`src/atpr_pkg.sv`:
```
// Types, constants and the arctangent table of the tilt block.
package atpr_pkg;

  localparam int PITCH_W  = 15;
  localparam int ROLL_W   = 16;
  localparam int ZW       = 27;
  localparam int FRAC     = 16;
  localparam int ATAN_LEN = 24;
  localparam int RND_SH   = 9;

  localparam logic signed [ZW-1:0] DEG90     = 27'sd5898240;
  localparam logic signed [ZW-1:0] DEG180    = 27'sd11796480;
  localparam logic signed [ZW-1:0] RND_HALF  = 27'sd256;
  localparam logic signed [ZW-1:0] PITCH_LIM = 27'sd11520;
  localparam logic signed [ZW-1:0] ROLL_LIM  = 27'sd23040;

  typedef struct packed {
    logic valid;
    logic p_y0;
    logic p_x0;
    logic p_yneg;
    logic r_y0;
    logic r_x0;
    logic r_yneg;
    logic r_flip;
  } ctl_t;

  function automatic logic signed [ZW-1:0] atan_deg(input int unsigned i);
    logic signed [ZW-1:0] a;
    unique case (i)
      0:  a = 27'sd2949120;
      1:  a = 27'sd1740967;
      2:  a = 27'sd919879;
      3:  a = 27'sd466945;
      4:  a = 27'sd234379;
      5:  a = 27'sd117304;
      6:  a = 27'sd58666;
      7:  a = 27'sd29335;
      8:  a = 27'sd14668;
      9:  a = 27'sd7334;
      10: a = 27'sd3667;
      11: a = 27'sd1833;
      12: a = 27'sd917;
      13: a = 27'sd458;
      14: a = 27'sd229;
      15: a = 27'sd115;
      16: a = 27'sd57;
      17: a = 27'sd29;
      18: a = 27'sd14;
      19: a = 27'sd7;
      20: a = 27'sd4;
      21: a = 27'sd2;
      22: a = 27'sd1;
      default: a = '0;
    endcase
    return a;
  endfunction

  function automatic logic signed [ZW-1:0] round_sat(input logic signed [ZW-1:0] z,
                                                      input logic signed [ZW-1:0] lim);
    logic signed [ZW-1:0] s;
    s = (z + RND_HALF) >>> RND_SH;
    if (s > lim) begin
      s = lim;
    end else if (s < -lim) begin
      s = -lim;
    end
    return s;
  endfunction

endpackage

```
`src/atpr_cordic_cell.sv`:
```
// One vectoring micro-rotation for the pitch and the roll vector, registered.
module atpr_cordic_cell #(
  parameter int W     = 31,
  parameter int STAGE = 0
) (
  input  logic                                clk_i,
  input  logic                                rst_ni,
  input  logic                                en_i,
  input  atpr_pkg::ctl_t                      ctl_i,
  input  logic signed [W-1:0]                 px_i,
  input  logic signed [W-1:0]                 py_i,
  input  logic signed [atpr_pkg::ZW-1:0]      pz_i,
  input  logic signed [W-1:0]                 rx_i,
  input  logic signed [W-1:0]                 ry_i,
  input  logic signed [atpr_pkg::ZW-1:0]      rz_i,
  output atpr_pkg::ctl_t                      ctl_o,
  output logic signed [W-1:0]                 px_o,
  output logic signed [W-1:0]                 py_o,
  output logic signed [atpr_pkg::ZW-1:0]      pz_o,
  output logic signed [W-1:0]                 rx_o,
  output logic signed [W-1:0]                 ry_o,
  output logic signed [atpr_pkg::ZW-1:0]      rz_o
);

  localparam bit ACTIVE = (STAGE < atpr_pkg::ATAN_LEN);

  logic signed [atpr_pkg::ZW-1:0] ang;
  logic signed [W-1:0]            pxs, pys, rxs, rys;
  logic signed [W-1:0]            px_d, py_d, rx_d, ry_d;
  logic signed [atpr_pkg::ZW-1:0] pz_d, rz_d;

  always_comb begin
    ang  = atpr_pkg::atan_deg(STAGE);
    pxs  = px_i >>> STAGE;
    pys  = py_i >>> STAGE;
    rxs  = rx_i >>> STAGE;
    rys  = ry_i >>> STAGE;
    px_d = px_i;
    py_d = py_i;
    pz_d = pz_i;
    rx_d = rx_i;
    ry_d = ry_i;
    rz_d = rz_i;
    if (ACTIVE) begin
      if (!py_i[W-1]) begin
        px_d = px_i + pys;
        py_d = py_i - pxs;
        pz_d = pz_i + ang;
      end else begin
        px_d = px_i - pys;
        py_d = py_i + pxs;
        pz_d = pz_i - ang;
      end
      if (!ry_i[W-1]) begin
        rx_d = rx_i + rys;
        ry_d = ry_i - rxs;
        rz_d = rz_i + ang;
      end else begin
        rx_d = rx_i - rys;
        ry_d = ry_i + rxs;
        rz_d = rz_i - ang;
      end
    end
  end

  always_ff @(posedge clk_i or negedge rst_ni) begin
    if (!rst_ni) begin
      ctl_o <= '0;
    end else if (en_i) begin
      ctl_o <= ctl_i;
    end
  end

  always_ff @(posedge clk_i) begin
    if (en_i) begin
      px_o <= px_d;
      py_o <= py_d;
      pz_o <= pz_d;
      rx_o <= rx_d;
      ry_o <= ry_d;
      rz_o <= rz_d;
    end
  end

endmodule

```
`config.mk`:
```
export PLATFORM = sky130hd
export DESIGN_NAME = atpr_cordic_cell
export DESIGN_NICKNAME = d
export VERILOG_FILES = /design/src/atpr_pkg.sv /design/src/atpr_cordic_cell.sv
export SDC_FILE = /design/constraint.sdc
export NUM_CORES = 1
export LEC_CHECK = 0
export BUFFER_PORTS_ARGS = -buffer_cell sky130_fd_sc_hd__buf_2
export CORE_MARGIN = 2
export CORE_UTILIZATION = 47
export CTS_BUF_LIST = sky130_fd_sc_hd__clkbuf_4
export DETAILED_ROUTE_END_ITERATION = 7
export PLACE_DENSITY = 0.71
export RECOVER_POWER = 100
export SLEW_MARGIN = 20
export SYNTH_ARGS = -nofsm -noshare
export SYNTH_HDL_FRONTEND = slang
export SYNTH_SLANG_ARGS = --single-unit
```
`constraint.sdc`:
```
create_clock -name clk_i -period 1 [get_ports clk_i]
set_clock_uncertainty 0.15 [all_clocks]
set_input_delay 0.2 -clock clk_i [delete_from_list [all_inputs] [get_ports clk_i]]
set_output_delay 0.2 -clock clk_i [all_outputs]
set_load 0.01 [all_outputs]
```
# --- Word level (Yosys, flattened, before mapping) ---
# Cells that the tools add are included.
totals:
  ff_bits: 186
  out_inout_bits: 186
op_classes:
  mux: 6
  add_sub_neg: 10
ops:
  columns: ["cell", "count"]
  rows:
  - ["31-bit two-way mux", 4]
  - ["31-bit subtractor", 4]
  - ["31-bit adder", 2]
  - ["27-bit by 23-bit adder with 27-bit output (second input constant)", 2]
  - ["27-bit two-way mux", 2]
  - ["27-bit by 23-bit subtractor with 27-bit output (second input constant)", 2]

# --- Depth between registers and ports, before layout ---
depth:
  depth_word: 2
  mapped_depth: 13
  ltp_nobuf: 13

# --- Worst setup path before layout ---
# Ideal clock, no wire load.
synth_path:
  path_type: "input -> register"
  startpoint: "in ry_i[30]"
  endpoint: "reg rz_o[26] (netlist bit) (data pin)"
  setup_time_ns: 0.174
  required_ns: 0.676
  stages: 13
  path_slack_ns: -2.104
  arrival_ns: 2.780
  path_cell_list: "clkbuf_1 -> clkinv_1 -> clkbuf_1 -> fa_1 -> nor2b_1 -> o21ai_0 -> a21boi_0 -> o21ai_0 -> a21boi_0 -> o21ai_0 -> a21boi_0 -> nor4_1 -> a311oi_1"
synth_between:
  elab_chain_len: 1
synth_rtl:
  columns: ["item", "line_no", "rtl"]
  rows:
  - ["start: declaration", "atpr_cordic_cell.sv:14", "input logic signed [W-1:0] ry_i,"]
  - ["27-bit two-way mux", "atpr_cordic_cell.sv:54", "if (!ry_i[W-1]) begin"]
  - ["named net rz_d (one bit)", "atpr_cordic_cell.sv:30", "logic signed [atpr_pkg::ZW-1:0] pz_d, rz_d;"]
  - ["end signal: assignment", "atpr_cordic_cell.sv:81", "rz_o <= rz_d;"]
  - ["end: declaration", "atpr_cordic_cell.sv:22", "output logic signed [atpr_pkg::ZW-1:0] rz_o"]
# The timed path passes the listed nets, and every way through them passes these cells.
# A chain may end at the register's enable or synchronous reset.

# --- Final worst setup path ---
layout_path:
  startpoint: "in rx_i[2]"
  endpoint: "reg rx_o[27] (data pin)"
layout_between:
  elab_chain_len: 2
  elab_cells_between_ends: 3
  classes_between: "add/sub (2); mux (1)"
layout_rtl:
  columns: ["item", "line_no", "rtl"]
  rows:
  - ["start: declaration", "atpr_cordic_cell.sv:13", "input logic signed [W-1:0] rx_i,"]
  - ["31-bit adder or 31-bit subtractor (tied branches)", "atpr_cordic_cell.sv:55, atpr_cordic_cell.sv:59", null]
  - ["31-bit two-way mux *", "atpr_cordic_cell.sv:54", null]
  - ["named net rx_d[27]", "atpr_cordic_cell.sv:29", "logic signed [W-1:0] px_d, py_d, rx_d, ry_d;"]
  - ["end signal: assignment", "atpr_cordic_cell.sv:79", "rx_o <= rx_d;"]
  - ["end: declaration", "atpr_cordic_cell.sv:20", "output logic signed [W-1:0] rx_o,"]
# Mark *: on every way through the listed nets, which the timed path passes. The rest lies on a longest branch.

==> impl_summary.log <==
[metrics] highest clock frequency the design can meet: 384 MHz
[metrics] area enclosed by the die boundary: 0.0371 mm2
[metrics] sequential cell area fraction in the yosys report: 0.328
[metrics] setup tns final: -250.16 ns
[metrics] portion of the clock cycle consumed by the worst path in the final layout: 2.60
[metrics] number of buffers added on ports: 374
[metrics] Overall Power: 32.5 mW
[metrics] length of the first detailed-routing pass in iterations: 8
[metrics] final weighted congestion in routability-driven placement: 0.983
[metrics] Worst Path Class, Setup: input pin to flip-flop
[metrics] Remaining DRCs: 2
[metrics] final-layout fill cell count: around 2200
[metrics] Crit path arrival time: between 2 and 3 ns
[metrics] FF-to-FF path depth: 1
[metrics] number of violations reported at the end of detailed-routing iteration 0: ~1700
[metrics] total routing resource utilization after global routing: 0.369
[metrics] deepest level of the CTS H-tree: 4
[metrics] fraction of layout instances using a drive strength above 1: 0.520
[metrics] DP Wirelength: 50900 um
[metrics] crit-path max FO: 4
[metrics] register bit count reported by yosys: 184
[metrics] syn_nets: 2288
[metrics] Yosys warning total: 0
[metrics] routed wirelength normalized by instance count: between 20 and 25 um
[metrics] Worst setup SP type: input pin
[metrics] number of pins exceeding their max-slew limit in the final report: 0
[metrics] RSZ-0062 raised after global routing: true
[metrics] async set or reset register ratio after synthesis: 0.0435
[metrics] slew at the pin closest to its max-slew limit: 0.880 ns
[metrics] aggregate global routing overflow: 0
[metrics] Crit path required time: 1.33 ns
[metrics] die boundary width: between 150 and 200 um
[metrics] global-route wire length before repair: ~100000 um
[metrics] max cap viols: 0
[metrics] number of enable-type register cells in the synthesized netlist: 176
[metrics] nets@finish: about 3400
[metrics] number of distinct standard cells referenced by the synthesized netlist: 86
[metrics] number of hold violations in the final report: 22
[metrics] Starting Density: 0.473
[metrics] post-route antenna net violation count: 0
[metrics] total via count after detailed routing: 19944
[metrics] highest ir drop seen on vdd: 0.000968 V
[metrics] synthesized area divided by synthesized cell count: 8.82 um2
[metrics] antenna violations before repair: 30
[metrics] top area cells in the synthesized netlist: sky130_fd_sc_hd__edfxtp_1 (32%), sky130_fd_sc_hd__ha_1 (15%), sky130_fd_sc_hd__a21oi_1 (6.4%)
[metrics] height of the die: ~190 um
[metrics] Top Ports: 375
[metrics] standard cell with the maximum stage delay on the critical path: sky130_fd_sc_hd__a221oi_4
[metrics] most used flip-flop cell after synthesis: sky130_fd_sc_hd__edfxtp_1
[metrics] post-synthesis instance area: 0.0167 mm2
[metrics] cts bufs inserted: 17
[metrics] Area growth, synth to finish: 71.0%
[metrics] Critical Path Sink Type: flip-flop
[metrics] Sinks on Clock Net: 184
[metrics] relative slew slack: 0.409
[metrics] critical-path cell list: buf_2, buf_4, ha_4, inv_1, a221oi_4, o21a_4, o2111ai_4, a41oi_4, a21oi_2, nor3b_1, or3b_1, xnor2_1
[metrics] clock transition time at the flip-flop clock pins of the worst setup and hold paths: 0.21 ns
[metrics] number of global-route vias before repair: 19233
[metrics] Hold Worst Slack: -0.182 ns
[metrics] run status: complete, but fails checks
[metrics] root buffer cell: sky130_fd_sc_hd__clkbuf_4
[metrics] core region area: roughly 0.035 mm2
[metrics] final wirelength: 76900 um
[metrics] violated checks: design-rule violations, negative hold slack, negative setup slack
[metrics] endpoints failing setup: ~340
[metrics] Crit path largest cell delay: between 0.6 and 0.7 ns
[metrics] Hold Crit Class: input pin to flip-flop
[metrics] via density per instance: 5.75
[metrics] Worst-Skew Late Latency: 0.68 ns
[metrics] largest net degree at the start of global routing: between 80 and 90
[metrics] hold depth: 3
[metrics] area share of the largest cell type after synthesis: 0.316
[metrics] largest area contributor in the netlist: sky130_fd_sc_hd__edfxtp_1
[metrics] crit path time final: 2.60 ns
[metrics] maximum count of clock buffers along a single path: 2
[metrics] Lkg Pwr: 13.0 nW
[metrics] power per unit of standard cell area: 1140 mW/mm2
[metrics] clock tree from TritonCTS: yes
[metrics] Setup WS post-layout: -1.60 ns
[metrics] number of standard cells after synthesis: 1893
[metrics] number of rows created at floorplan: 69
==> routing by layer <==
metal,GRT usage,vias to the layer above,share of wire
li1,-,8897,-
met1,0.438,9464,0.37
met2,0.616,1225,0.47
met3,0.0957,350,0.098
met4,0.189,8,0.060
met5,0,-,0.00068
==> logic make-up after synthesis <==
family / Yosys count / synth area share
multiplexers: 36 / 0.0225
adder cells (fa/ha/maj): 206 / 0.158
flip-flops: 184 / 0.328
AO/OA/AOI/OAI: 596 / 0.228
XOR/XNOR: 127 / 0.0666
AND/OR/NAND/NOR: 447 / 0.126
buffers and inverters: 297 / 0.0710
==> power by group <==
group	internal (mW)	switching (mW)	total [mW]
registers	9.96	0.502	10.5
clock network	1.27	3.66	4.93
logic	8.10	9.00	17.1
total	19.3	13.2	32.5
==> final cells by class <==
class	count	area, um2	share of cell area
diodes	27	67.6	0.00237
repair buffers	1140	8410	0.294
clock buffers	17	128	0.00447
flip-flops and latches	184	5490	0.192
inverters	214	951	0.0333
well taps	461	577	0.0202
clock inverters	15	211	0.00740
multi-input cells	1412	12700	0.446
==> path summary, 6_finish.rpt <==
path	startpoint	end	slack, ns
max in group asynchronous	rst_ni	ctl_o[2]	0.11
min in group asynchronous	rst_ni	ctl_o[3]	0.32
worst min register to register	ctl_o[6]	ctl_o[6]	0.40
worst max register to register	ctl_o[3]	ctl_o[3]	0.03
worst min-delay path	rz_i[19]	rz_o[19]	-0.18
worst max-delay path	rx_i[2]	rx_o[27]	-1.60
==> through the flow <==
stage,worst slack [ns],utilization,hold WS (ns),instances,instance area [um2]
6_report,-1.60,0.809,-0.182,3470,28600
5_1_grt,-1.60,0.808,-0.200,3460,28500
4_1_cts,-1.24,0.777,-0.226,3406,27500
3_5_place_dp,-2.24,0.695,-0.0968,3259,24600
3_3_place_gp,-2.14,0.695,-0.105,3259,24600
2_1_floorplan,-1.68,-,-0.246,1893,17900
==> critical path, delay by kind of cell <==
family	cells	cell delay (ns)
AOI/OAI and AO/OA	5	1.44
and+or+nand+nor	2	0.51
buffers and inverters	3	0.46
adders and majority gates	1	0.17
xor gates and xnor gates	1	0.13
==> placed cells by master, fill, tap and decap left out, types with 11 or more instances in the layout <==
cell / Yosys / layout
sky130_fd_sc_hd__buf_6: 2 / 87
sky130_fd_sc_hd__nand3_1: 20 / 16
sky130_fd_sc_hd__o21ai_4: 0 / 16
sky130_fd_sc_hd__o21a_1: 14 / 11
sky130_fd_sc_hd__o21ai_0: 129 / 53
sky130_fd_sc_hd__mux2_2: 13 / 11
sky130_fd_sc_hd__a21o_1: 48 / 48
sky130_fd_sc_hd__inv_1: 201 / 166
sky130_fd_sc_hd__xnor2_1: 112 / 101
sky130_fd_sc_hd__dlygate4sd3_1: 0 / 52
sky130_fd_sc_hd__ha_1: 198 / 150
sky130_fd_sc_hd__diode_2: 0 / 27
sky130_fd_sc_hd__a211oi_2: 3 / 15
sky130_fd_sc_hd__nand4_1: 21 / 21
sky130_fd_sc_hd__a21oi_1: 212 / 135
sky130_fd_sc_hd__xor2_1: 15 / 15
sky130_fd_sc_hd__nand2_1: 94 / 82
sky130_fd_sc_hd__a21oi_4: 0 / 22
sky130_fd_sc_hd__buf_2: 21 / 325
sky130_fd_sc_hd__buf_4: 8 / 636
sky130_fd_sc_hd__nor2_1: 178 / 159
sky130_fd_sc_hd__o21bai_1: 24 / 23
sky130_fd_sc_hd__nor3_1: 36 / 27
sky130_fd_sc_hd__nor2_2: 0 / 11
sky130_fd_sc_hd__inv_4: 0 / 16
sky130_fd_sc_hd__a21oi_2: 1 / 56
sky130_fd_sc_hd__xnor2_2: 0 / 11
sky130_fd_sc_hd__o21ai_1: 11 / 45
sky130_fd_sc_hd__edfxtp_1: 176 / 176
sky130_fd_sc_hd__nand2b_1: 18 / 13
sky130_fd_sc_hd__o211ai_1: 12 / 12
sky130_fd_sc_hd__nor2b_1: 19 / 13
sky130_fd_sc_hd__ha_4: 0 / 39
sky130_fd_sc_hd__clkbuf_4: 0 / 22
sky130_fd_sc_hd__buf_8: 0 / 15
sky130_fd_sc_hd__o21ai_2: 1 / 27
sky130_fd_sc_hd__mux2i_1: 23 / 16
sky130_fd_sc_hd__inv_2: 4 / 14
==> Yosys cell counts (13+ instances only) <==
cell and instances:
sky130_fd_sc_hd__inv_1 201, sky130_fd_sc_hd__nor4_1 18, sky130_fd_sc_hd__buf_2 21, sky130_fd_sc_hd__o21bai_1 24, sky130_fd_sc_hd__nor3_1 36, sky130_fd_sc_hd__nand3_1 20
sky130_fd_sc_hd__a21o_1 48, sky130_fd_sc_hd__ha_1 198, sky130_fd_sc_hd__clkbuf_1 41, sky130_fd_sc_hd__mux2_2 13, sky130_fd_sc_hd__nand2b_1 18, sky130_fd_sc_hd__xor2_1 15
sky130_fd_sc_hd__nor2_1 178, sky130_fd_sc_hd__nor2b_1 19, sky130_fd_sc_hd__a31oi_1 13, sky130_fd_sc_hd__mux2i_1 23, sky130_fd_sc_hd__o21ai_0 129, sky130_fd_sc_hd__nand4_1 21
sky130_fd_sc_hd__nand2_1 94, sky130_fd_sc_hd__a21oi_1 212, sky130_fd_sc_hd__edfxtp_1 176, sky130_fd_sc_hd__o21a_1 14, sky130_fd_sc_hd__xnor2_1 112, sky130_fd_sc_hd__o31ai_1 17
sky130_fd_sc_hd__a211oi_1 24
==> state kept, by name, summed over array words and instances (netlist names) <==
name,flops
rx_o,31
rz_o,27
py_o,30
ry_o,30
pz_o,27
ctl_o,8
px_o,31
==> repair_timing <==
action / CTS / global route
pin swaps: 208 / 176
resized for setup: 339 / 200
hold buffers: 52 / 2
buffers inserted: 76 / 57
endpoints found under the hold margin: 261 / 171
endpoints found under the setup margin: 313 / 333
No activity file was read; power rests on OpenSTA's default activity.
