**src/atpr_pkg.sv**
```systemverilog
// Types, constants and the arctangent table of the tilt block.
package atpr_pkg;

  localparam int PITCH_W  = 15;
  localparam int ROLL_W   = 16;
  localparam int ZW       = 27;
  localparam int FRAC     = 16;
  localparam int ATAN_LEN = 24;
  localparam int RND_SH   = 9;

  localparam logic signed [ZW-1:0] DEG90     = 27'sd5898240;
  localparam logic signed [ZW-1:0] DEG180    = 27'sd11796480;
  localparam logic signed [ZW-1:0] RND_HALF  = 27'sd256;
  localparam logic signed [ZW-1:0] PITCH_LIM = 27'sd11520;
  localparam logic signed [ZW-1:0] ROLL_LIM  = 27'sd23040;

  typedef struct packed {
    logic valid;
    logic p_y0;
    logic p_x0;
    logic p_yneg;
    logic r_y0;
    logic r_x0;
    logic r_yneg;
    logic r_flip;
  } ctl_t;

  function automatic logic signed [ZW-1:0] atan_deg(input int unsigned i);
    logic signed [ZW-1:0] a;
    unique case (i)
      0:  a = 27'sd2949120;
      1:  a = 27'sd1740967;
      2:  a = 27'sd919879;
      3:  a = 27'sd466945;
      4:  a = 27'sd234379;
      5:  a = 27'sd117304;
      6:  a = 27'sd58666;
      7:  a = 27'sd29335;
      8:  a = 27'sd14668;
      9:  a = 27'sd7334;
      10: a = 27'sd3667;
      11: a = 27'sd1833;
      12: a = 27'sd917;
      13: a = 27'sd458;
      14: a = 27'sd229;
      15: a = 27'sd115;
      16: a = 27'sd57;
      17: a = 27'sd29;
      18: a = 27'sd14;
      19: a = 27'sd7;
      20: a = 27'sd4;
      21: a = 27'sd2;
      22: a = 27'sd1;
      default: a = '0;
    endcase
    return a;
  endfunction

  function automatic logic signed [ZW-1:0] round_sat(input logic signed [ZW-1:0] z,
                                                      input logic signed [ZW-1:0] lim);
    logic signed [ZW-1:0] s;
    s = (z + RND_HALF) >>> RND_SH;
    if (s > lim) begin
      s = lim;
    end else if (s < -lim) begin
      s = -lim;
    end
    return s;
  endfunction

endpackage

```
**src/atpr_sqrt_cell.sv**
```systemverilog
// One root bit of the restoring square root, registered.
module atpr_sqrt_cell #(
  parameter int RW = 28,
  parameter int PW = 36
) (
  input  logic               clk_i,
  input  logic               rst_ni,
  input  logic               en_i,
  input  atpr_pkg::ctl_t     ctl_i,
  input  logic [RW+1:0]      rem_i,
  input  logic [RW-1:0]      root_i,
  input  logic [2*RW-1:0]    vs_i,
  input  logic [PW-1:0]      pass_i,
  output atpr_pkg::ctl_t     ctl_o,
  output logic [RW+1:0]      rem_o,
  output logic [RW-1:0]      root_o,
  output logic [2*RW-1:0]    vs_o,
  output logic [PW-1:0]      pass_o
);

  logic [RW+3:0]   cur;
  logic [RW+3:0]   trial;
  logic [RW+1:0]   rem_d;
  logic [RW-1:0]   root_d;

  always_comb begin
    cur   = {rem_i, vs_i[2*RW-1 -: 2]};
    trial = {2'b00, root_i, 2'b01};
    if (cur >= trial) begin
      rem_d  = (RW+2)'(cur - trial);
      root_d = {root_i[RW-2:0], 1'b1};
    end else begin
      rem_d  = cur[RW+1:0];
      root_d = {root_i[RW-2:0], 1'b0};
    end
  end

  always_ff @(posedge clk_i or negedge rst_ni) begin
    if (!rst_ni) begin
      ctl_o <= '0;
    end else if (en_i) begin
      ctl_o <= ctl_i;
    end
  end

  always_ff @(posedge clk_i) begin
    if (en_i) begin
      rem_o  <= rem_d;
      root_o <= root_d;
      vs_o   <= {vs_i[2*RW-3:0], 2'b00};
      pass_o <= pass_i;
    end
  end

endmodule

```
**config.mk**
```make
export PLATFORM = sky130hd
export DESIGN_NAME = atpr_sqrt_cell
export DESIGN_NICKNAME = d
export VERILOG_FILES = /design/src/atpr_pkg.sv /design/src/atpr_sqrt_cell.sv
export SDC_FILE = /design/constraint.sdc
export NUM_CORES = 1
export LEC_CHECK = 0
export BUFFER_PORTS_ARGS = -buffer_cell sky130_fd_sc_hd__buf_2
export CORE_MARGIN = 2
export CORE_UTILIZATION = 35
export CTS_BUF_LIST = sky130_fd_sc_hd__clkbuf_16
export DETAILED_ROUTE_END_ITERATION = 10
export SLEW_MARGIN = 20
export SYNTH_ARGS = -nofsm -noshare
export SYNTH_HDL_FRONTEND = slang
export SYNTH_SLANG_ARGS = --single-unit
```
**constraint.sdc**
```tcl
create_clock -name clk_i -period 1.6 [get_ports clk_i]
set_clock_uncertainty 0.05 [all_clocks]
set_input_delay 0.08 -clock clk_i [delete_from_list [all_inputs] [get_ports clk_i]]
set_output_delay 0.08 -clock clk_i [all_outputs]
set_load 0.01 [all_outputs]
```
After elaboration in Yosys (flattened, before gate mapping). Index checks and enable logic that the tools add are counted.

Add/subtract/negate cells: 1. Magnitude comparators: 1. Multiplexer cells: 2.

Operators with widths (count): 32-bit by 30-bit >= comparator with 1-bit output (1); 30-bit two-way mux (1); 30-bit subtractor (1); 1-bit two-way mux (1).

Flip-flop bits (word level): 156. Input port bits: 161. Output and inout port bits: 158. Logic and storage cells: 16.

Depth between registers and ports, before layout. Gate-level depths: netlist of run 1.

Depth after elaboration: 2. Gate-level depth with buffers: 12. Gate-level depth less buffers: 10.

Worst setup path after synthesis of run 1. No wires, ideal clock.

Kind: in2reg. Start point: input port root_i[5]. End point: register rem_o[25], data pin. Library setup time: 265 ps. Arrival: 1792 ps. Setup slack: -507 ps. Stages: 11. Buffers on the path: 1. Cells stage by stage: inv_1 -> ha_1 -> a21o_1 -> or3_1 -> o21ai_2 -> a21oi_2 -> o21ai_4 -> inv_2 -> buf_6 -> o21ai_1 -> nor3_2.

Longest elaborated chain between the ends: 2. Elaborated cells on any way between the ends: 3. Classes of those cells: add/sub: 1; order compare: 1; mux: 1.

RTL lines: start: declaration (RTL line atpr_sqrt_cell.sv:11) `input logic [RW-1:0] root_i,`; 30-bit subtractor / 32-bit by 30-bit >= comparator with 1-bit output (equally long branches) (RTL line atpr_sqrt_cell.sv:30, atpr_sqrt_cell.sv:29); 30-bit two-way mux (*) (RTL line atpr_sqrt_cell.sv:29) `if (cur >= trial) begin`; named net rem_d[25] (RTL line atpr_sqrt_cell.sv:23) `logic [RW+1:0] rem_d;`; end signal: assignment (RTL line atpr_sqrt_cell.sv:48) `rem_o <= rem_d;`; end: declaration (RTL line atpr_sqrt_cell.sv:15) `output logic [RW+1:0] rem_o,`.

Mark *: on every way through the listed nets, which the timed path passes. The rest lies on a longest branch. A chain may end at the register's enable or synchronous reset.

Worst setup path in the final report of run 1.
Start point: input port root_i[12]. End point: register rem_o[22], data pin.

Same word-level chain as after synthesis.

==> flow_summary.html, run 1 <==
<table>
<tr><th>Metric</th><th>Value</th></tr>
<tr><th colspan="2">Outcome</th></tr>
<tr><td>Status</td><td>finished with violations</td></tr>
<tr><td>Violated checks</td><td>negative setup slack</td></tr>
<tr><th colspan="2">Timing</th></tr>
<tr><td>Achievable Freq</td><td>~550 MHz</td></tr>
<tr><td>Part of the cycle the worst path needs</td><td>1.14</td></tr>
<tr><td>Max-slew violations</td><td>0</td></tr>
<tr><td>Count of endpoints failing setup in the final report</td><td>30</td></tr>
<tr><td>Final critical-path required period</td><td>1830 ps</td></tr>
<tr><td>Number of endpoints with negative hold slack in the final report</td><td>0</td></tr>
<tr><td>Unrepaired setup endpoints after global routing</td><td>yes</td></tr>
<tr><td>Max-slew headroom</td><td>0.615</td></tr>
<tr><td>Slack of the critical path</td><td>-230 ps</td></tr>
<tr><td>Worst-margin pin slew</td><td>573 ps</td></tr>
<tr><td>Setup_tns</td><td>-4410 ps</td></tr>
<tr><th colspan="2">Cells and area</th></tr>
<tr><td>Post-synthesis to final-layout area growth</td><td>83.9%</td></tr>
<tr><td>Nets@finish</td><td>between 1000 and 1500</td></tr>
<tr><td>Post-route design area</td><td>approximately 13000 sq um</td></tr>
<tr><td>Final antenna diode count</td><td>0</td></tr>
<tr><td>Share of final-layout standard cells stronger than drive strength 1</td><td>0.543</td></tr>
<tr><th colspan="2">Drt</th></tr>
<tr><td>Wirelength, routed</td><td>~25 mm</td></tr>
<tr><td>Vias per cell</td><td>approximately 4.7</td></tr>
<tr><td>Number of detailed-routing iterations run before antenna repair</td><td>4</td></tr>
<tr><td>Remaining design rule violation count</td><td>0</td></tr>
<tr><td>Wire length on met1</td><td>roughly 9.4 mm</td></tr>
<tr><td>Met3 wire length</td><td>1.46 mm</td></tr>
<tr><td>Number of violations reported at the end of detailed-routing iteration 0</td><td>between 200 and 300</td></tr>
<tr><td>DRT antenna net count</td><td>0</td></tr>
<tr><td>Met2 layer wire length in the routed design</td><td>between 10 and 15 mm</td></tr>
<tr><td>Via count</td><td>around 6700</td></tr>
<tr><td>Routed length per instance</td><td>roughly 17 um</td></tr>
<tr><td>Top layer used by detailed routing</td><td>met5</td></tr>
<tr><th colspan="2">Clock tree</th></tr>
<tr><td>Clk Latency, worst-skew pair</td><td>about 430 ps</td></tr>
<tr><td>TritonCTS clock tree</td><td>yes</td></tr>
<tr><td>Maximum buffer depth of the clock tree</td><td>2</td></tr>
<tr><td>Root Buffer</td><td>clkbuf_16</td></tr>
<tr><td>Number of buffers created by CTS</td><td>17</td></tr>
<tr><td>Level count of the clock H-tree</td><td>4</td></tr>
<tr><td>CTS clock-pin slew for the worst setup and hold paths</td><td>70 ps</td></tr>
<tr><td>CTS sink count</td><td>roughly 160</td></tr>
<tr><th colspan="2">Floorplan</th></tr>
<tr><td>Initial core utilization</td><td>0.354</td></tr>
<tr><td>Floorplan die width</td><td>around 150 um</td></tr>
<tr><td>I/O Pins</td><td>319</td></tr>
<tr><td>Floorplan row count</td><td>52</td></tr>
<tr><td>Area of the die</td><td>roughly 21000 sq um</td></tr>
<tr><td>Die height</td><td>about 150 um</td></tr>
<tr><td>Standard cell core area</td><td>about 20000 sq um</td></tr>
<tr><th colspan="2">Power and ir drop</th></tr>
<tr><td>Fraction of power consumed by the clock network</td><td>0.321</td></tr>
<tr><td>Internal power</td><td>between 8000 and 9000 uW</td></tr>
<tr><td>Max rail drop VDD</td><td>0.640 mV</td></tr>
<tr><td>Switching share of power</td><td>0.296</td></tr>
<tr><td>Relative contribution of combinational cells to total power</td><td>0.274</td></tr>
<tr><td>Leakage component of the power</td><td>~0.0056 uW</td></tr>
<tr><td>Power density over cell area</td><td>between 900 and 1000 nW/um^2</td></tr>
<tr><td>Register share of total power</td><td>0.405</td></tr>
<tr><td>Net Switching</td><td>between 3000 and 4000 uW</td></tr>
<tr><th colspan="2">Synth</th></tr>
<tr><td>Library cells used by synthesis</td><td>65</td></tr>
<tr><td>Post-Syn Area per Cell</td><td>approximately 13 sq um</td></tr>
<tr><td>Prevailing post-synth register cell</td><td>edfxtp_1</td></tr>
<tr><td>Compound-Gate Fraction of Synth Area</td><td>0.125</td></tr>
<tr><td>Synth warn</td><td>0</td></tr>
<tr><td>Adder-Cell Fraction of Synth Area</td><td>0.0528</td></tr>
<tr><td>Dominant combinational cell family by area after synthesis</td><td>compound AO/OA/AOI/OAI gates</td></tr>
<tr><td>Instance count of the mapped netlist</td><td>539</td></tr>
<tr><td>Xor and xnor fraction of the mapped netlist area</td><td>0.0259</td></tr>
<tr><td>Number of synthesized flops with an enable pin</td><td>148</td></tr>
<tr><td>Portion of the post-synthesis area used by sequential elements</td><td>0.653</td></tr>
<tr><td>Area of the mapped netlist</td><td>between 7000 and 8000 sq um</td></tr>
<tr><td>Async S/R FF share, synth</td><td>0.0513</td></tr>
<tr><td>Simple-Gate Fraction of Synth Area</td><td>0.0905</td></tr>
<tr><td>Register bit total from synthesis</td><td>roughly 160</td></tr>
<tr><td>Mux contribution to synthesized area</td><td>0.0141</td></tr>
<tr><th colspan="2">Critical path</th></tr>
<tr><td>Worst path arrival time</td><td>about 2000 ps</td></tr>
<tr><td>CP Max Fanout</td><td>6</td></tr>
<tr><td>Kind of cell adding the most delay to the critical path</td><td>compound AO/OA/AOI/OAI gates</td></tr>
<tr><td>Critical-path top delay cell</td><td>o311ai_4</td></tr>
<tr><td>Data required time at the worst endpoint</td><td>~1700 ps</td></tr>
<tr><td>Largest stage delay on the critical path</td><td>approximately 350 ps</td></tr>
<tr><td>Launching element type of the critical path</td><td>primary input</td></tr>
<tr><td>Category of the critical setup timing path</td><td>in2reg</td></tr>
<tr><td>WP buf/inv</td><td>5</td></tr>
<tr><td>Ordered list of cells on the worst path</td><td>buf_2, inv_1, ha_1, nand4_1, buf_4, o311ai_4, o21ai_4, inv_4, buf_12, nand2_4, o311a_1</td></tr>
<tr><td>Nature of the critical path endpoint</td><td>flip-flop</td></tr>
<tr><th colspan="2">Placed design</th></tr>
<tr><td>Gpl congestion</td><td>around 0.84</td></tr>
<tr><td>Instance area after placement</td><td>between 10000 and 15000 sq um</td></tr>
<tr><td>Number of buffer cells added on primary ports</td><td>316</td></tr>
<tr><td>DPL Wire Length</td><td>16.3 mm</td></tr>
<tr><th colspan="2">Global routing</th></tr>
<tr><td>GRT Resource Usage Total</td><td>0.224</td></tr>
<tr><td>Pin count of the biggest net entering global routing</td><td>44</td></tr>
<tr><td>Antenna violations before repair</td><td>2</td></tr>
<tr><td>Remaining global-route overflow</td><td>0</td></tr>
<tr><td>First-pass GRT wire length</td><td>around 37 mm</td></tr>
<tr><td>Number of global-route vias before repair</td><td>6859</td></tr>
<tr><th colspan="2">Min path</th></tr>
<tr><td>Hold/Removal Path Class</td><td>in2reg</td></tr>
<tr><th colspan="2">Run</th></tr>
<tr><td>Count of max-cap constraint violations</td><td>0</td></tr>
</table>
-- worst paths after layout --
check / slack (ps) / cells past startpoint / endpoint / startpoint
worst max-delay path: -230 / 11 / rem_o[22]$_DFFE_PP_ / root_i[12]
worst min-delay path: 7 / 3 / rem_o[16]$_DFFE_PP_ / rem_i[14]
worst max register to register: 780 / 1 / ctl_o[5]$_DFFE_PN0P_ / ctl_o[5]$_DFFE_PN0P_
worst min register to register: 460 / 1 / ctl_o[1]$_DFFE_PN0P_ / ctl_o[1]$_DFFE_PN0P_
max in group asynchronous: 600 / 3 / ctl_o[4]$_DFFE_PN0P_ / rst_ni
min in group asynchronous: 620 / 3 / ctl_o[5]$_DFFE_PN0P_ / rst_ni
-- power by group through the flow --
| stage | sequential, uW | combinational (uW) | clock (uW) |
|---|---|---|---|
| 2_1_floorplan | 5400 | 1050 | 0 |
| 3_3_place_gp | 5140 | 2600 | 0 |
| 3_5_place_dp | 5150 | 2610 | 0 |
| 4_1_cts | 5070 | 3230 | 4100 |
| 5_1_grt | 5120 | 3690 | 4260 |
| 6_report | 5080 | 3440 | 4030 |
-- state kept, by name (all words and copies together) (netlist names) --
| name | flops |
|---|---|
| root_o | 28 |
| pass_o | 36 |
| vs_o | 54 |
| ctl_o | 8 |
| rem_o | 30 |
-- timing repair --
action	4_1_cts	5_1_grt
setup endpoints to repair	31	31
resized for setup	86	79
endpoints found under the hold margin	146	1
pin swaps	25	28
hold buffers	140	1
cloned	1	0
setup buffers	23	10
-- metrics by stage --
step           total power, uW  instances  utilization  hold slack (ps)  setup slack, ps
2_1_floorplan             6450        540            -             -266             -371
3_3_place_gp              7740       1226        0.504             -121             -772
3_5_place_dp              7770       1226        0.504             -114             -876
4_1_cts                  12400       1421        0.632             9.22             -218
5_1_grt                  13100       1431        0.650             20.0             -299
6_report                 12500       1431        0.650             6.66             -230
-- logic make-up after synthesis --
kind of cell / after synthesis
and+or+nand+nor: 131
other: 1
adders and majority gates: 30
muxes: 9
AOI/OAI and AO/OA: 130
buffers and inverters: 61
xor gates and xnor gates: 21
DFF: 156
-- cell type report --
| cell class | instances | area [sq um] |
|---|---|---|
| timing repair buffer | 606 | 4350 |
| fill | 1517 | 7040 |
| inverter | 44 | 190 |
| clock inverter | 15 | 173 |
| tap | 270 | 338 |
| sequential | 156 | 4640 |
| multi-input combinational | 323 | 2950 |
| clock buffer | 17 | 425 |
-- metal layers --
| metal | GRT usage | vias up |
|---|---|---|
| li1 | - | 3226 |
| met5 | 0 | - |
| met2 | 0.415 | 228 |
| met4 | 0.0655 | 4 |
| met1 | 0.253 | 3249 |
| met3 | 0.0588 | 35 |
-- cells in the final DEF (no fill, tap or decap), drive strengths merged, types with 17 or more instances in the layout --
cell           n
buf          465
edfxtp       148
dlygate4sd3  141
inv           51
a21oi         49
nor2          39
nand2         33
ha            30
o21ai         25
clkbuf        17
-- synthesized netlist by cell type, drive strengths merged, types with 2 or more instances --
cell type,count,area (sq um)
a21boi,6,48.8
nor4b,2,17.5
a31oi,3,33.8
and4,3,26.3
and3,5,31.3
ha,30,375
nor3b,3,22.5
or3,5,36.3
a21o,9,67.6
o221ai,2,17.5
and2,5,31.3
o211ai,6,50.1
nor2,39,146
nor2b,3,18.8
o31ai,4,30.0
inv,44,165
o311ai,2,17.5
buf,13,91.3
dfrtp,8,200
a211oi,6,60.1
a2111oi,3,32.5
edfxtp,148,4440
nand2,33,124
clkbuf,4,15.0
nand3,7,35.0
o21a,5,37.5
xor2,9,78.8
mux2,8,90.1
nand3b,2,15.0
nand4,4,25.0
nor3,15,80.1
o21ai,25,140
a21oi,49,260
xnor2,12,105
nand2b,3,18.8
(Power assumes the default switching activity.)
==> run 2, diff against run 1 <==
Settings changed: ABC_AREA set to 1, PLACE_DENSITY set to 0.69.
==> flow_summary.html, run 2 <==
<table>
<tr><th>Metric</th><th>Value</th></tr>
<tr><th colspan="2">Placed design</th></tr>
<tr><td>Instance area after placement</td><td>10600 sq um</td></tr>
<tr><td>Number of buffer cells added on primary ports</td><td>between 300 and 400</td></tr>
<tr><td>DPL Wire Length</td><td>around 18 mm</td></tr>
<tr><td>Gpl congestion</td><td>slightly above 0.9</td></tr>
<tr><td>Post-Place Cells</td><td>roughly 1400</td></tr>
<tr><th colspan="2">Power and ir drop</th></tr>
<tr><td>Relative contribution of combinational cells to total power</td><td>0.228</td></tr>
<tr><td>Max rail drop VDD</td><td>~0.7 mV</td></tr>
<tr><td>Internal power</td><td>8520 uW</td></tr>
<tr><td>Switching share of power</td><td>0.290</td></tr>
<tr><td>Net Switching</td><td>around 3500 uW</td></tr>
<tr><td>Register share of total power</td><td>0.420</td></tr>
<tr><td>Fraction of power consumed by the clock network</td><td>0.353</td></tr>
<tr><td>Power density over cell area</td><td>~940 nW/um^2</td></tr>
<tr><td>Leakage component of the power</td><td>about 0.0062 uW</td></tr>
<tr><th colspan="2">Synth</th></tr>
<tr><td>Portion of the post-synthesis area used by sequential elements</td><td>0.617</td></tr>
<tr><td>Synth warn</td><td>0</td></tr>
<tr><td>Most repeated cell in the gate-level netlist after synthesis</td><td>nand2_1</td></tr>
<tr><td>Async S/R FF share, synth</td><td>0.0513</td></tr>
<tr><td>Instance count of the mapped netlist</td><td>between 700 and 800</td></tr>
<tr><td>Cell type with the largest total area after synthesis</td><td>edfxtp_1</td></tr>
<tr><td>Area of the mapped netlist</td><td>between 7000 and 8000 sq um</td></tr>
<tr><td>Register bit total from synthesis</td><td>between 150 and 200</td></tr>
<tr><td>Most instantiated cells after synthesis</td><td>286 x nand2_1, 148 x edfxtp_1, 135 x inv_1, 43 x nor2_1, 41 x nand3_1</td></tr>
<tr><td>Area contributors post-synth</td><td>edfxtp_1 59%, nand2_1 14%, inv_1 6.7%</td></tr>
<tr><td>Area share of the largest cell type after synthesis</td><td>0.591</td></tr>
<tr><td>Number of synthesized flops with an enable pin</td><td>approximately 150</td></tr>
<tr><td>Post-Syn Area per Cell</td><td>just under 10 sq um</td></tr>
<tr><td>Prevailing post-synth register cell</td><td>edfxtp_1</td></tr>
<tr><td>Library cells used by synthesis</td><td>31</td></tr>
<tr><th colspan="2">Global routing</th></tr>
<tr><td>Met2 track demand over resource in global routing</td><td>0.403</td></tr>
<tr><td>Routing layer with the top usage in global route</td><td>met2</td></tr>
<tr><td>Met1 GRT Util</td><td>0.245</td></tr>
<tr><td>GRT Resource Usage Total</td><td>0.221</td></tr>
<tr><td>Antenna violations before repair</td><td>5</td></tr>
<tr><td>Remaining global-route overflow</td><td>0</td></tr>
<tr><td>Pin count of the biggest net entering global routing</td><td>45</td></tr>
<tr><td>Number of global-route vias before repair</td><td>approximately 7400</td></tr>
<tr><td>Met3 track utilization from global routing</td><td>0.0545</td></tr>
<tr><td>First-pass GRT wire length</td><td>38.0 mm</td></tr>
<tr><th colspan="2">Cells and area</th></tr>
<tr><td>Largest register FFs</td><td>54</td></tr>
<tr><td>Final standard cell count with taps included and fillers excluded</td><td>~1600</td></tr>
<tr><td>Footprint of the flip-flops and latches</td><td>4640 sq um</td></tr>
<tr><td>Multi-input combinational cell area</td><td>roughly 2700 sq um</td></tr>
<tr><td>Most common cell after layout, fill and taps aside</td><td>buf_2</td></tr>
<tr><td>Nets@finish</td><td>about 1500</td></tr>
<tr><td>Most frequent cells in the layout</td><td>315 x buf_2, 276 x nand2_1, 155 x dlygate4sd3_1, 148 x edfxtp_1, 127 x inv_1</td></tr>
<tr><td>Fillers</td><td>roughly 1700</td></tr>
<tr><td>Post-route design area</td><td>between 10000 and 15000 sq um</td></tr>
<tr><td>Post-synthesis to final-layout area growth</td><td>69.6%</td></tr>
<tr><td>Registers with the most flip-flops</td><td>vs_o: 54 flops, pass_o: 36 flops, rem_o: 30 flops</td></tr>
<tr><td>Reg with most FFs</td><td>vs_o</td></tr>
<tr><td>Share of final-layout standard cells stronger than drive strength 1</td><td>0.379</td></tr>
<tr><th colspan="2">Drt</th></tr>
<tr><td>Vias per cell</td><td>approximately 4.4</td></tr>
<tr><td>Remaining design rule violation count</td><td>0</td></tr>
<tr><td>Via count</td><td>between 7000 and 8000</td></tr>
<tr><td>Number of violations reported at the end of detailed-routing iteration 0</td><td>between 400 and 500</td></tr>
<tr><td>Number of detailed-routing iterations run before antenna repair</td><td>8</td></tr>
<tr><td>Wirelength, routed</td><td>between 20 and 30 mm</td></tr>
<tr><td>DRT antenna net count</td><td>0</td></tr>
<tr><td>Routed length per instance</td><td>between 15 and 20 um</td></tr>
<tr><th colspan="2">Clock tree</th></tr>
<tr><td>Level count of the clock H-tree</td><td>4</td></tr>
<tr><td>Number of buffers created by CTS</td><td>17</td></tr>
<tr><td>TritonCTS clock tree</td><td>yes</td></tr>
<tr><td>Root Buffer</td><td>clkbuf_16</td></tr>
<tr><td>Clk Latency, worst-skew pair</td><td>~400 ps</td></tr>
<tr><td>Maximum buffer depth of the clock tree</td><td>2</td></tr>
<tr><td>CTS clock-pin slew for the worst setup and hold paths</td><td>~80 ps</td></tr>
<tr><td>CTS sink count</td><td>between 150 and 200</td></tr>
<tr><th colspan="2">Critical path</th></tr>
<tr><td>Worst path arrival time</td><td>between 1500 and 2000 ps</td></tr>
<tr><td>CP Max Fanout</td><td>20</td></tr>
<tr><td>Nature of the critical path endpoint</td><td>flip-flop</td></tr>
<tr><td>Launching element type of the critical path</td><td>primary input</td></tr>
<tr><td>Data required time at the worst endpoint</td><td>between 1500 and 2000 ps</td></tr>
<tr><td>Category of the critical setup timing path</td><td>in2reg</td></tr>
<tr><th colspan="2">Run</th></tr>
<tr><td>Count of max-cap constraint violations</td><td>0</td></tr>
<tr><th colspan="2">Timing</th></tr>
<tr><td>Part of the cycle the worst path needs</td><td>0.969</td></tr>
<tr><td>Count of endpoints failing setup in the final report</td><td>0</td></tr>
<tr><td>Final hold slack</td><td>about 31 ps</td></tr>
<tr><td>Achievable Freq</td><td>roughly 650 MHz</td></tr>
<tr><td>Max-slew violations</td><td>0</td></tr>
<tr><td>Unrepaired setup endpoints after global routing</td><td>yes</td></tr>
<tr><td>Final critical-path required period</td><td>roughly 1600 ps</td></tr>
<tr><td>Number of endpoints with negative hold slack in the final report</td><td>0</td></tr>
<tr><th colspan="2">Outcome</th></tr>
<tr><td>Status</td><td>finished clean</td></tr>
<tr><th colspan="2">Min path</th></tr>
<tr><td>Hold/Removal Path Class</td><td>in2reg</td></tr>
<tr><th colspan="2">Floorplan</th></tr>
<tr><td>Floorplan row count</td><td>53</td></tr>
<tr><td>I/O Pins</td><td>around 320</td></tr>
<tr><td>Standard cell core area</td><td>21100 sq um</td></tr>
<tr><td>Area of the die</td><td>approximately 23000 sq um</td></tr>
<tr><td>Initial core utilization</td><td>0.357</td></tr>
<tr><td>Floorplan die width</td><td>roughly 150 um</td></tr>
<tr><td>Die height</td><td>151 um</td></tr>
</table>
==> run 2: cells by family (layout without fill, tap and decap cells) <==
group / Yosys count / after routing / share of synthesized area
AO/OA/AOI/OAI: 20 / 20 / 0.0145
XOR/XNOR: 13 / 13 / 0.0151
adder cells (fa/ha/maj): 30 / 30 / 0.0499
buffers and inverters: 151 / 740 / 0.0790
flip-flops: 156 / 156 / 0.617
multiplexers: 8 / 8 / 0.0120
other: 1 / 3 / 0.000498
AND/OR/NAND/NOR: 392 / 392 / 0.212
==> run 2: power groups by stage <==
stage | Combinational (uW) | Clock, uW | Sequential, uW
6_report | 2730 | 4240 | 5030
2_1_floorplan | 949 | 0 | 5330
3_5_place_dp | 2390 | 0 | 5110
5_1_grt | 3000 | 4490 | 5070
3_3_place_gp | 2350 | 0 | 5110
4_1_cts | 2700 | 4350 | 5030
==> run 2: path summary, 6_finish.rpt <==
check / startpoint / endpoint / slack, ps / cells past startpoint
max in group asynchronous: rst_ni / ctl_o[5]$_DFFE_PN0P_ / 640 / 3
worst min-delay path: en_i / vs_o[27]$_DFFE_PP_ / 30 / 1
min in group asynchronous: rst_ni / ctl_o[3]$_DFFE_PN0P_ / 590 / 3
worst min register to register: ctl_o[6]$_DFFE_PN0P_ / ctl_o[6]$_DFFE_PN0P_ / 460 / 1
worst max-delay path: root_i[16] / rem_o[21]$_DFFE_PP_ / 50 / 13
worst max register to register: ctl_o[0]$_DFFE_PN0P_ / ctl_o[0]$_DFFE_PN0P_ / 730 / 1
==> run 2: layer usage <==
layer  up-vias  share of wire  wire length [um]
met5         -         0.0022                55
li1       3617              -                 -
met3        59          0.074              1870
met2       292           0.51             13000
met1      3280           0.39              9790
met4         8          0.026               672
==> run 2: critical path, cell delays in order <==
cell	delay (ps)
buf_2	90
inv_1	60
ha_4	270
nand2_2	60
buf_4	140
nor2_2	150
inv_2	60
nor3_2	160
nand2_1	80
nand2_2	130
buf_6	230
nand3_1	180
nand2_1	100
==> run 2: timing repair <==
item / 4_1_cts / 5_1_grt
setup buffers: 0 / 0
endpoints found under the hold margin: 161 / 0
endpoints found under the setup margin: 18 / 18
resized for setup: 1 / 7
hold buffers: 155 / 0
==> run 2: metrics by stage <==
stage               total power, uW  worst slack, ps   util  setup TNS, ps
floorplan                      6280            -54.1      -           -541
global placement               7460             -414  0.501         -12050
detailed placement             7500             -496  0.501         -13570
CTS                           12100             46.9  0.604              0
global route                  12600            -23.1  0.605          -33.4
finish                        12000             49.8  0.605              0
==> run 2: area by class of cell <==
type	instances	share of cell area
sequential	156	0.364
timing repair buffer	566	0.306
multi-input combinational	465	0.211
inverter	142	0.0435
clock buffer	17	0.0333
tap	275	0.0270
clock inverter	15	0.0149
antenna	1	0.000196
